### src/design/i2cms_pkg.sv
package i2cms_pkg;

  localparam int BUF_SIZE_DEF = 32;

  localparam int POS_W   = 6;
  localparam int CNT_W   = 5;
  localparam int PHASE_W = 3;
  localparam int BYTE_W  = 8;

  localparam logic [1:0] MODE_START = 2'd0;
  localparam logic [1:0] MODE_LOAD  = 2'd1;
  localparam logic [1:0] MODE_EVENT = 2'd2;
  localparam logic [1:0] MODE_READ  = 2'd3;

  localparam logic REG_WRITE_COUNT = 1'b0;
  localparam logic REG_READ_COUNT  = 1'b1;

  localparam logic [PHASE_W-1:0] PH_IDLE         = 3'd0;
  localparam logic [PHASE_W-1:0] PH_STARTED      = 3'd1;
  localparam logic [PHASE_W-1:0] PH_RESTARTED    = 3'd2;
  localparam logic [PHASE_W-1:0] PH_RSTART_ASKED = 3'd3;
  localparam logic [PHASE_W-1:0] PH_DATA_ACK     = 3'd4;
  localparam logic [PHASE_W-1:0] PH_DONE         = 3'd5;

  localparam logic [7:0] ST_START       = 8'h08;
  localparam logic [7:0] ST_RSTART      = 8'h10;
  localparam logic [7:0] ST_WADDR_ACK   = 8'h18;
  localparam logic [7:0] ST_WADDR_NACK  = 8'h20;
  localparam logic [7:0] ST_WDATA_ACK   = 8'h28;
  localparam logic [7:0] ST_WDATA_NACK  = 8'h30;
  localparam logic [7:0] ST_ARB_LOST    = 8'h38;
  localparam logic [7:0] ST_RADDR_ACK   = 8'h40;
  localparam logic [7:0] ST_RADDR_NACK  = 8'h48;
  localparam logic [7:0] ST_RDATA_ACK   = 8'h50;
  localparam logic [7:0] ST_RDATA_NACK  = 8'h58;

endpackage

### src/design/i2cms_ram.sv
module i2cms_ram #(
  parameter int WIDTH = 8,
  parameter int DEPTH = 32,
  localparam int AW = (DEPTH > 1) ? $clog2(DEPTH) : 1
) (
  input  logic             clk,
  input  logic             we,
  input  logic [AW-1:0]    waddr,
  input  logic [WIDTH-1:0] wdata,
  input  logic             re,
  input  logic [AW-1:0]    raddr,
  output logic [WIDTH-1:0] rdata
);

  logic [WIDTH-1:0] mem [DEPTH];

  always_ff @(posedge clk) begin
    if (we) begin
      mem[waddr] <= wdata;
    end
    if (re) begin
      rdata <= mem[raddr];
    end
  end

endmodule

### src/design/i2c_master_status_sequencer_top.sv
// results are registered; a result beat is valid in the cycle after its input beat is accepted
// throughput: one item per cycle while results are taken; a stalled result holds the input side only
//   until it is taken, the buffer read port is registered in the same stage
// reset: clears positions, phase, both count registers and the per-entry
//   buffer valid bits at once; an entry never written reads as zero
module i2c_master_status_sequencer_top
  import i2cms_pkg::*;
#(
  parameter int BUF_SIZE = BUF_SIZE_DEF
) (
  input  logic               clk,
  input  logic               rst,
  input  logic               cfg_en,
  input  logic               cfg_index,
  input  logic [CNT_W-1:0]   cfg_data,
  input  logic               in_valid,
  output logic               in_ready,
  input  logic [1:0]         mode,
  input  logic [4:0]         buffer_index,
  input  logic [BYTE_W-1:0]  data_byte,
  input  logic [7:0]         status_code,
  output logic               out_valid,
  input  logic               out_ready,
  output logic               send_valid,
  output logic [BYTE_W-1:0]  send_byte,
  output logic               start_request,
  output logic               stop_request,
  output logic               start_clear,
  output logic               ack_assert,
  output logic               ack_clear,
  output logic [PHASE_W-1:0] master_phase,
  output logic               transfer_done,
  output logic [BYTE_W-1:0]  read_byte
);

  localparam int AW = $clog2(BUF_SIZE);
  localparam int CW = ((AW > POS_W + 1) ? AW : POS_W + 1) + 1;

  logic [CNT_W-1:0]   write_count;
  logic [CNT_W-1:0]   read_count;
  logic [POS_W-1:0]   write_position, write_position_next;
  logic [POS_W-1:0]   read_position, read_position_next;
  logic [POS_W-1:0]   rp_inc;
  logic [PHASE_W-1:0] phase, phase_next;
  logic [BUF_SIZE-1:0] filled;

  logic accept;
  logic rd_en, wr_en, rd_in, wr_in, ram_re, ram_we;
  logic [CW-1:0] rd_full, wr_full;
  logic [BYTE_W-1:0] ram_rdata;

  logic send_next, start_req_next, stop_req_next, start_clr_next;
  logic ack_set_next, ack_clr_next, sel_read_next;
  logic sel_read, rd_ok;

  assign in_ready = !out_valid || out_ready;
  assign accept   = in_valid && in_ready;

  // config registers
  always_ff @(posedge clk) begin
    if (rst) begin
      write_count <= '0;
      read_count  <= '0;
    end else if (cfg_en) begin
      unique case (cfg_index)
        REG_WRITE_COUNT: write_count <= cfg_data;
        REG_READ_COUNT:  read_count  <= cfg_data;
        default: ;
      endcase
    end
  end

  // decode of one beat
  always_comb begin
    write_position_next = write_position;
    read_position_next  = read_position;
    phase_next          = phase;
    rp_inc              = read_position + POS_W'(1);
    rd_en          = 1'b0;
    wr_en          = 1'b0;
    rd_full        = '0;
    wr_full        = '0;
    send_next      = 1'b0;
    start_req_next = 1'b0;
    stop_req_next  = 1'b0;
    start_clr_next = 1'b0;
    ack_set_next   = 1'b0;
    ack_clr_next   = 1'b0;
    sel_read_next  = 1'b0;
    unique case (mode)
      MODE_START: begin
        write_position_next = '0;
        read_position_next  = '0;
        phase_next          = PH_IDLE;
      end
      MODE_LOAD: begin
        wr_en   = 1'b1;
        wr_full = CW'(buffer_index);
      end
      MODE_READ: begin
        rd_en         = 1'b1;
        rd_full       = CW'(buffer_index);
        sel_read_next = 1'b1;
      end
      MODE_EVENT: begin
        unique case (status_code)
          ST_START: begin
            send_next      = 1'b1;
            rd_en          = 1'b1;
            rd_full        = CW'(0);
            start_clr_next = 1'b1;
            phase_next     = PH_STARTED;
          end
          ST_RSTART: begin
            send_next      = 1'b1;
            rd_en          = 1'b1;
            rd_full        = CW'(2);
            start_clr_next = 1'b1;
            phase_next     = PH_RESTARTED;
          end
          ST_WADDR_ACK: begin
            if (phase == PH_STARTED) begin
              send_next           = 1'b1;
              rd_en               = 1'b1;
              rd_full             = CW'(write_position) + CW'(1);
              write_position_next = write_position + POS_W'(1);
              phase_next          = PH_DATA_ACK;
            end
          end
          ST_WDATA_ACK, ST_WDATA_NACK: begin
            if (write_position != POS_W'(write_count)) begin
              send_next           = 1'b1;
              rd_en               = 1'b1;
              rd_full             = CW'(write_position) + CW'(1);
              write_position_next = write_position + POS_W'(1);
              phase_next          = PH_DATA_ACK;
            end else if (read_count != '0) begin
              start_req_next = 1'b1;
              phase_next     = PH_RSTART_ASKED;
            end else begin
              stop_req_next = 1'b1;
              phase_next    = PH_DONE;
            end
          end
          ST_RADDR_ACK: begin
            ack_set_next = (read_count >= CNT_W'(2));
          end
          ST_RDATA_ACK, ST_RDATA_NACK: begin
            wr_en              = 1'b1;
            wr_full            = CW'(read_position) + CW'(3);
            read_position_next = rp_inc;
            if (read_count == '0 ||
                (CW'(rp_inc) + CW'(1)) < CW'(read_count)) begin
              phase_next   = PH_DATA_ACK;
              ack_set_next = 1'b1;
            end else begin
              ack_clr_next = 1'b1;
            end
            if (rp_inc == POS_W'(read_count)) begin
              read_position_next = '0;
              phase_next         = PH_DONE;
            end
          end
          ST_WADDR_NACK, ST_RADDR_NACK: begin
            phase_next = PH_DONE;
          end
          ST_ARB_LOST: ;
          default: ;
        endcase
      end
      default: ;
    endcase
  end

  assign rd_in  = rd_full < CW'(BUF_SIZE);
  assign wr_in  = wr_full < CW'(BUF_SIZE);
  assign ram_re = accept && rd_en && rd_in;
  assign ram_we = accept && wr_en && wr_in;

  i2cms_ram #(
    .WIDTH (BYTE_W),
    .DEPTH (BUF_SIZE)
  ) u_buf (
    .clk   (clk),
    .we    (ram_we),
    .waddr (wr_full[AW-1:0]),
    .wdata (data_byte),
    .re    (ram_re),
    .raddr (rd_full[AW-1:0]),
    .rdata (ram_rdata)
  );

  // sequencer state and buffer valid bits
  always_ff @(posedge clk) begin
    if (rst) begin
      write_position <= '0;
      read_position  <= '0;
      phase          <= PH_IDLE;
      filled         <= '0;
      out_valid      <= 1'b0;
    end else begin
      if (accept) begin
        write_position <= write_position_next;
        read_position  <= read_position_next;
        phase          <= phase_next;
        out_valid      <= 1'b1;
      end else if (out_ready) begin
        out_valid <= 1'b0;
      end
      if (ram_we) begin
        filled[wr_full[AW-1:0]] <= 1'b1;
      end
    end
  end

  // result payload
  always_ff @(posedge clk) begin
    if (accept) begin
      send_valid    <= send_next;
      start_request <= start_req_next;
      stop_request  <= stop_req_next;
      start_clear   <= start_clr_next;
      ack_assert    <= ack_set_next;
      ack_clear     <= ack_clr_next;
      sel_read      <= sel_read_next;
      rd_ok         <= rd_en && rd_in && filled[rd_full[AW-1:0]];
    end
  end

  assign send_byte     = (send_valid && rd_ok) ? ram_rdata : '0;
  assign read_byte     = (sel_read && rd_ok) ? ram_rdata : '0;
  assign master_phase  = phase;
  assign transfer_done = (phase == PH_DONE);

endmodule

### config.mk
export PLATFORM = sky130hd
export DESIGN_NAME = i2c_master_status_sequencer_top
export DESIGN_NICKNAME = d
export VERILOG_FILES = /design/src/design/i2cms_pkg.sv /design/src/design/i2cms_ram.sv /design/src/design/i2c_master_status_sequencer_top.sv
export SDC_FILE = /design/constraint.sdc
export NUM_CORES = 1
export LEC_CHECK = 0
export ABC_CLOCK_PERIOD_IN_PS = 4500
export BUFFER_PORTS_ARGS = -buffer_cell sky130_fd_sc_hd__buf_2
export CAP_MARGIN = 15
export CORE_MARGIN = 3
export CORE_UTILIZATION = 35
export CTS_CLUSTER_SIZE = 40
export DETAILED_ROUTE_END_ITERATION = 10
export PLACE_DENSITY_LB_ADDON = 0.15
export SLEW_MARGIN = 20
export SYNTH_ARGS = -nofsm -noshare
export SYNTH_HDL_FRONTEND = slang
export SYNTH_SLANG_ARGS = --single-unit
### constraint.sdc
create_clock -name clk -period 4.5 [get_ports clk]
set_input_delay 0.45 -clock clk [delete_from_list [all_inputs] [get_ports clk]]
set_output_delay 0.45 -clock clk [all_outputs]
set_load 0.02 [all_outputs]
Word-level counts from Yosys, hierarchy flattened
Memories as Yosys holds them, arrays and structs flattened. A register that Yosys moved wholly into a read port is not among the register bits.
Index checks and enable logic that the tools add are counted.
{"block": "op_classes", "eq_ne": 23, "reduce_logical": 29, "n_bitwise": 4, "muxes": 43, "addsub": 5, "order_cmp": 7}
{"cell": "6-bit one-hot mux with 2 select lines", "count": 3}
{"cell": "8-bit by 7-bit equality test with 1-bit output, second input constant", "count": 4}
{"cell": "32-bit bitwise OR", "count": 1}
{"cell": "7-bit one-hot mux with 2 select lines", "count": 2}
{"cell": "8-bit by 6-bit equality test with 1-bit output, second input constant", "count": 3}
{"cell": "6-bit two-way mux", "count": 4}
{"cell": "7-bit two-way mux", "count": 3}
{"cell": "7-bit one-hot mux with 3 select lines", "count": 1}
{"cell": "3-bit one-hot mux with 6 select lines", "count": 1}
{"cell": "8-bit by 5-bit equality test with 1-bit output, second input constant", "count": 2}
{"cell": "8-bit by 6-bit less-than comparator with 1-bit output, second input constant", "count": 2}
{"cell": "8-bit two-way mux", "count": 2}
{"cell": "1-bit two-way mux", "count": 15}
{"cell": "3-bit two-way mux", "count": 5}
{"cell": "6-bit by 1-bit adder with 7-bit output, second input constant", "count": 2}
{"cell": "6-bit by 1-bit adder with 6-bit output, second input constant", "count": 2}
{"cell": "5-bit by 6-bit less-than comparator with 1-bit output, second input constant", "count": 2}
{"cell": "1-bit logical AND", "count": 10}
{"cell": "5-bit AND reduction", "count": 2}
{"cell": "8-bit by 4-bit equality test with 1-bit output, second input constant", "count": 1}
{"cell": "2-bit OR reduction", "count": 4}
{"cell": "6-bit by 2-bit adder with 7-bit output, second input constant", "count": 1}
{"cell": "7-bit by 5-bit less-than comparator with 1-bit output", "count": 1}
{"cell": "7-bit by 2-bit inequality test with 1-bit output, second input constant", "count": 1}
{"cell": "27 further kinds", "count": 37}
{"block": "totals", "output_inout_bits": 28, "memories": 1, "ramBits": 256, "word_cells": 127, "in_bits": 34, "register_bits": 66}
{"memory": "u_buf.mem", "words": 32, "width": 8, "read_ports": 1, "rd_ports_with_merged_regs": 1, "wr": 1, "line": "i2cms_ram.sv:15", "source": "logic [WIDTH-1:0] mem [DEPTH];"}

Longest topological paths before layout
{"block": "depth", "depth_word": 9, "mapped_depth": 14, "mapped_depth_nobuf": 13}

Hierarchy
A second synthesis with hierarchy kept.
{"block": "unflattened", "cells_unflattened": 896, "hier_area_um2": 14047.2}
{"mod": "i2cms_ram", "n_inst": 1, "cells_per_inst": 417, "seq_area_each_um2": 7927.6, "area_per_inst_um2": 10133.5}
{"mod": "i2c_master_status_sequencer_top", "n_inst": 1, "cells_per_inst": 479, "seq_area_each_um2": 1401.3, "area_per_inst_um2": 3913.8}

Worst setup path before layout
Ideal clock, no wire load.
{"block": "synth_timing", "kind": "flip-flop to flip-flop", "from": "register read_position[0]", "to": "register phase[2], in the netlist master_phase[2]", "required_time_ps": 4372, "arrival_ps": 3038, "setup_ps": 128, "path_slack_ps": 1334, "stages_incl_launch_ff": 15, "period_less_slack_ps": 3166, "n_path_buf": 1, "cell_sequence": "dfxtp_1 -> clkbuf_1 -> inv_1 -> ha_1 -> xnor2_1 -> ha_1 -> nor2b_1 -> o21a_1 -> o21a_1 -> o21ai_0 -> a32oi_1 -> nor2b_1 -> a221oi_1 -> mux2i_1 -> nor2_1"}
{"block": "synth_between", "elab_chain_len": 6, "word_cells_on_any_way": 10, "classes_between": "2 x add/sub; 1 x order compare; 2 x eq/ne; 3 x mux; 2 x reduce/logical"}
{"element": "start, declared", "line": "i2c_master_status_sequencer_top.sv:42", "source": "logic [POS_W-1:0] read_position, read_position_next;"}
{"element": "start signal, assigned", "line": "i2c_master_status_sequencer_top.sv:204", "source": "read_position <= read_position_next;"}
{"element": "6-bit by 1-bit adder with 6-bit output (*)", "line": "i2c_master_status_sequencer_top.sv:78", "source": "rp_inc = read_position + POS_W'(1);"}
{"element": "6-bit by 1-bit adder with 7-bit output", "line": "i2c_master_status_sequencer_top.sv:153", "source": "(CW'(rp_inc) + CW'(1)) < CW'(read_count)) begin"}
{"element": "7-bit by 5-bit less-than comparator with 1-bit output", "line": "i2c_master_status_sequencer_top.sv:153"}
{"element": "1-bit logical OR", "line": "i2c_master_status_sequencer_top.sv:152", "source": "if (read_count == '0 ||"}
{"element": "4-bit inequality test (no source line)"}
{"element": "5-bit AND reduction (no source line)"}
{"element": "end signal, assigned", "line": "i2c_master_status_sequencer_top.sv:205", "source": "phase <= phase_next;"}
{"element": "end, declared", "line": "i2c_master_status_sequencer_top.sv:44", "source": "logic [PHASE_W-1:0] phase, phase_next;"}
Mark *: on every way between the ends. The rest lies on a longest branch, timed or not.
A chain may end at the register's enable or synchronous reset.

Worst setup path after layout
{"block": "layout_timing", "from": "register write_position[0]", "to": "register rd_ok (data pin)"}
{"block": "layout_between", "elab_chain_len": 7, "word_cells_on_any_way": 14, "classes_between": "1 x add/sub; 1 x order compare; 1 x eq/ne; 9 x mux; 2 x reduce/logical"}
{"element": "start, declared", "line": "i2c_master_status_sequencer_top.sv:41", "source": "logic [POS_W-1:0] write_position, write_position_next;"}
{"element": "start signal, assigned", "line": "i2c_master_status_sequencer_top.sv:203", "source": "write_position <= write_position_next;"}
{"element": "6-bit by 1-bit adder with 7-bit output or 6-bit by 5-bit inequality test with 1-bit output (tied branches)", "line": "i2c_master_status_sequencer_top.sv:125, i2c_master_status_sequencer_top.sv:134, i2c_master_status_sequencer_top.sv:131"}
{"element": "7-bit two-way mux, on equally long branches", "line": "i2c_master_status_sequencer_top.sv:131, i2c_master_status_sequencer_top.sv:122"}
{"element": "7-bit one-hot mux with 3 select lines", "line": "i2c_master_status_sequencer_top.sv:106", "source": "unique case (status_code)"}
{"element": "7-bit one-hot mux with 2 select lines", "line": "i2c_master_status_sequencer_top.sv:90", "source": "unique case (mode)"}
{"element": "8-bit by 6-bit less-than comparator with 1-bit output or 1-bit binary-select mux with 5-bit select (tied branches)", "line": "i2c_master_status_sequencer_top.sv:175, i2c_master_status_sequencer_top.sv:226"}
{"element": "1-bit logical AND or 1-bit two-way mux (tied branches)", "line": "i2c_master_status_sequencer_top.sv:226", "source": "rd_ok <= rd_en && rd_in && filled[rd_full[AW-1:0]];"}
{"element": "1-bit logical AND (*)", "line": "i2c_master_status_sequencer_top.sv:226"}
{"element": "end signal, assigned", "line": "i2c_master_status_sequencer_top.sv:226"}
{"element": "end, declared", "line": "i2c_master_status_sequencer_top.sv:54", "source": "logic sel_read, rd_ok;"}
Mark *: on every way between the ends. The rest lies on a longest branch, timed or not. The select of a mux whose other input is x is not followed.

==> metrics.md <==
| Metric | Value |
|---|---|
| CP endpoint kind | `register` |
| Core Rows | `73` |
| Clock tree buffer depth | `3` |
| Hold depth | `3` |
| Setup bufs post-CTS | `0` |
| Leakage power | `5.91 nW` |
| Clock sinks | `330` |
| Hold-fix buffers, CTS | `0` |
| Placed inst area | `15400 um2` |
| Die area | `43100 um2` |
| TritonCTS clock tree | `built` |
| Antenna viol nets, final | `0` |
| Final setup fails | `0` |
| Largest family of logic cells by synthesized area | `simple AND/OR/NAND/NOR gates` |
| Layout Area Growth over Synthesis | `16.5%` |
| Hold endpoint | `out_valid$_SDFFE_PP0P_` |
| Power Internal | `5.21 mW` |
| Nets | `1391` |
| Power density over the cells | `401 nW/um2` |
| Syn Nets | `1312` |
| Adder-Cell Fraction of Synth Area | `1.21%` |
| Worst Reg-to-Reg Cells | `10` |
| H-tree levels | `2` |
| Post-layout util | `41.5%` |
| Met3 track demand over resource | `2.90%` |
| Startpoint types | `register` |
| Mapped Area | `14200 um2` |
| Setup_tns | `0 ns` |
| Status | `complete, no violations` |
| GP Congestion | `0.790` |
| Hold Path Origin | `in_valid` |
| HPWL after DPL | `26.1 mm` |
| First-pass GRT wire length | `62.0 mm` |
| Clock power share | `45.2%` |
| Slowest cell on crit path | `nor4_2` |
| Seq/Total Area, Yosys | `65.5%` |
| Path type of the worst min-delay path | `in -> reg` |
| Initial DRC Count | `749` |
| CTS root buf | `clkbuf_16` |
| Minimum clock period | `3.75 ns` |
| Initial Util | `35.7%` |
| Pins Over Slew Limit | `0` |
| Unrepaired setup endpoints after global routing | `no` |
| Fillers | `3769` |
| Xor and xnor area share after synthesis | `1.48%` |
| Slew of the pin with the lowest slew margin | `0.947 ns` |
| Initial antenna violation count | `2` |
| Die height | `208 um` |
| Post-synth cell types | `61` |
| Reg area | `9330 um2` |
| FMAX | `267 MHz` |
| Combinational share of power | `4.6%` |
| Drt total wl | `40.9 mm` |
| Fin cells | `1898` |
| Simple-gate share of the synthesized area | `19.3%` |
| Crit-path cells | `xor2_1, nor4_2, a21oi_1, o21ai_4, buf_12, nand2_1, and3_1, a311oi_1, nor4_1, a311oi_1` |
| Crit Reg-Reg Endpoint | `rd_ok$_DFFE_PP_` |
| # diodes | `0` |
| Flops & latches, synth | `330` |
| Crit path required time | `4.85 ns` |
| FF-to-FF Start | `write_position[0]$_SDFFE_PP0P_` |
| Final Hold Viols | `0` |
| Worst reg-to-reg setup slack | `0.75 ns` |
| Post-cts sizing count | `0` |
| Avg Cell Area, Syn | `11.3 um2` |
| GR met2 Demand/Resource | `29.7%` |
| Multiplexer area fraction after synthesis | `2.07%` |
| Final std cell area, no fill | `16600 um2` |
| Ys async rst share | `0%` |
| Worst vdd ir | `0.000220 V` |
| Complex-gate fraction of the synthesized area | `7.91%` |
| Data arrival, critical path | `4.10 ns` |
| Main flop type after synthesis | `edfxtp_1` |
| Hold WS | `0.186 ns` |
| MaxCap Viol Count | `0` |
| CTS Buf Count | `38` |
| Vias after detailed routing | `9999` |
| DRT Pass-1 Iters | `7` |
| CP most frequent cell | `a311oi_1` |
| GR Util met1 | `26.3%` |
| All-Layer GR Usage | `18.6%` |
| Clk_lat worst skew | `0.52 ns` |
| I/O pin count | `62` |
| Relative slew margins | `36.6%` |
| Wire per inst | `21.6 um` |
| Layout Skew | `0.0202 ns` |
| Area occupied by multi-input gates | `4570 um2` |
| Share of layout cells above drive strength 1 | `13.3%` |
| Largest net degree at the start of global routing | `87` |
| EDFF count, synth | `272` |
| Port bufs | `61` |
| Worst Path Max Fanout | `86` |
| Dpl cells | `1829` |
| Switching fraction of total power | `21.6%` |
| YS warnings | `0` |
| Post-Synthesis Cells | `1265` |
| Via density per instance | `5.27` |
| WS Path Type | `reg -> reg` |
| CP peak stage delay | `0.52 ns` |
| Layer with the highest usage | `met2` |
| Vias in the first global route | `9776` |
| Die W | `208 um` |
| Core box area | `39900 um2` |
| Clk slew on worst S/H paths | `0.06 ns` |
| Flop pwr share | `50.2%` |
| Final Cycle Share | `83.3%` |
| Switching pwr | `1.43 mW` |
| # DRC | `0` |
| Total congestion overflow | `0` |
per-stage QoR:
step / power (mW) / setup WS, ns
2_1_floorplan: 3.54 / 1.33
3_3_place_gp: 3.70 / 0.606
3_5_place_dp: 3.70 / 0.529
4_1_cts: 6.70 / 0.844
5_1_grt: 6.86 / 0.520
6_report: 6.64 / 0.752
cell usage in the layout (no fill, tap or decap), types with 9 or more instances in the layout:
cell type and n:
nand2b_1 9, inv_1 18, ha_1 13, nand2_1 283
and3_1 27, buf_2 61, o21ai_0 15, mux2i_1 26
clkbuf_16 39, xor2_1 13, nand3_1 148, nor2_1 107
clkinv_1 11, o22ai_1 9, xnor2_1 11, o2111ai_1 9
a21oi_1 47, buf_4 46, edfxtp_1 272, dfxtp_1 58
routing by layer:
| layer | part of all wire [%] | up-vias |
|---|---|---|
| li1 | - | 4714 |
| met1 | 47 | 4990 |
| met2 | 46 | 224 |
| met3 | 4.4 | 67 |
| met4 | 2.6 | 4 |
| met5 | 0.064 | - |
synthesized netlist by cell type (all sizes together) (3+ instances only):
cell     number  area, um2
and2          5       31.3
ha           13        163
a21oi        49        245
o2111ai       9       78.8
edfxtp      272       8170
nand3       149        751
o22ai         9       56.3
xnor2        11       96.3
a311oi        8       70.1
o21ba        10        100
a31oi         8       50.1
and3         27        169
nor2b         8       50.1
or2           3       18.8
nand3b        3       22.5
nand2b        9       56.3
o21a          4       30.0
o31a          8       70.1
a2bb2oi       7       61.3
buf          21        101
dfxtp        58       1160
nand2       283       1060
a32o          7       70.1
o21ai        22        114
nor3b         3       22.5
nor3          3       15.0
nor2        107        402
mux2i        26        260
nand4         4       25.0
inv          18       67.6
clkbuf       51        191
or3           4       25.0
o211ai        4       35.0
xor2         13        114
a22oi         5       37.5
nor4          4       46.3
power by group through the flow:
stage                     combinational [mW]  sequential, mW  clock [mW]
after floorplan                        0.149            3.39           0
after global placement                 0.307            3.40           0
after detailed placement               0.306            3.40           0
after CTS                              0.307            3.33        3.06
after global routing                   0.330            3.33        3.19
final                                  0.303            3.33        3.00
critical path, delay by kind of cell, from the launching register on:
family	cells	cell delay (ns)
DFF	1	0.49
xor gates and xnor gates	1	0.12
buffers and inverters	1	0.41
AOI/OAI and AO/OA	4	1.53
and+or+nand+nor	4	0.98
cell type report:
| class | count | area share (%) |
|---|---|---|
| sequential | 330 | 56.3 |
| multi-input combinational | 845 | 27.6 |
| clock buffer | 48 | 6.27 |
| timing repair buffer | 111 | 4.41 |
| tap | 525 | 3.96 |
| clock inverter | 21 | 1.09 |
| inverter | 18 | 0.408 |
cell families after synthesis:
group,Yosys count
AOI/OAI and AO/OA,162
and+or+nand+nor,617
buffers and inverters,90
xor gates and xnor gates,24
DFF,330
muxes,28
adders and majority gates,14
how the worst max path moves through the flow:
stage,endpoint,depth (start not counted),start,slack (ns)
2_1_floorplan,master_phase[2]$_SDFFE_PP0P_,14,read_position[0]$_SDFFE_PP0P_,1.33
3_3_place_gp,u_buf.rdata[1]$_DFFE_PP_,11,status_code[1],0.61
3_5_place_dp,u_buf.rdata[1]$_DFFE_PP_,11,status_code[1],0.53
4_1_cts,rd_ok$_DFFE_PP_,10,write_position[3]$_SDFFE_PP0P_,0.84
5_1_grt,master_phase[2]$_SDFFE_PP0P_,12,read_position[0]$_SDFFE_PP0P_,0.52
6_report,rd_ok$_DFFE_PP_,10,write_position[0]$_SDFFE_PP0P_,0.75
registers in the layout, indices dropped and copies added, names as in the netlist, 3 cells and up:
signal          count
read_position       6
filled             32
write_count         5
write_position      6
master_phase        3
read_count          5
u_buf.mem         256
u_buf.rdata         8
(Power assumes the default switching activity.)
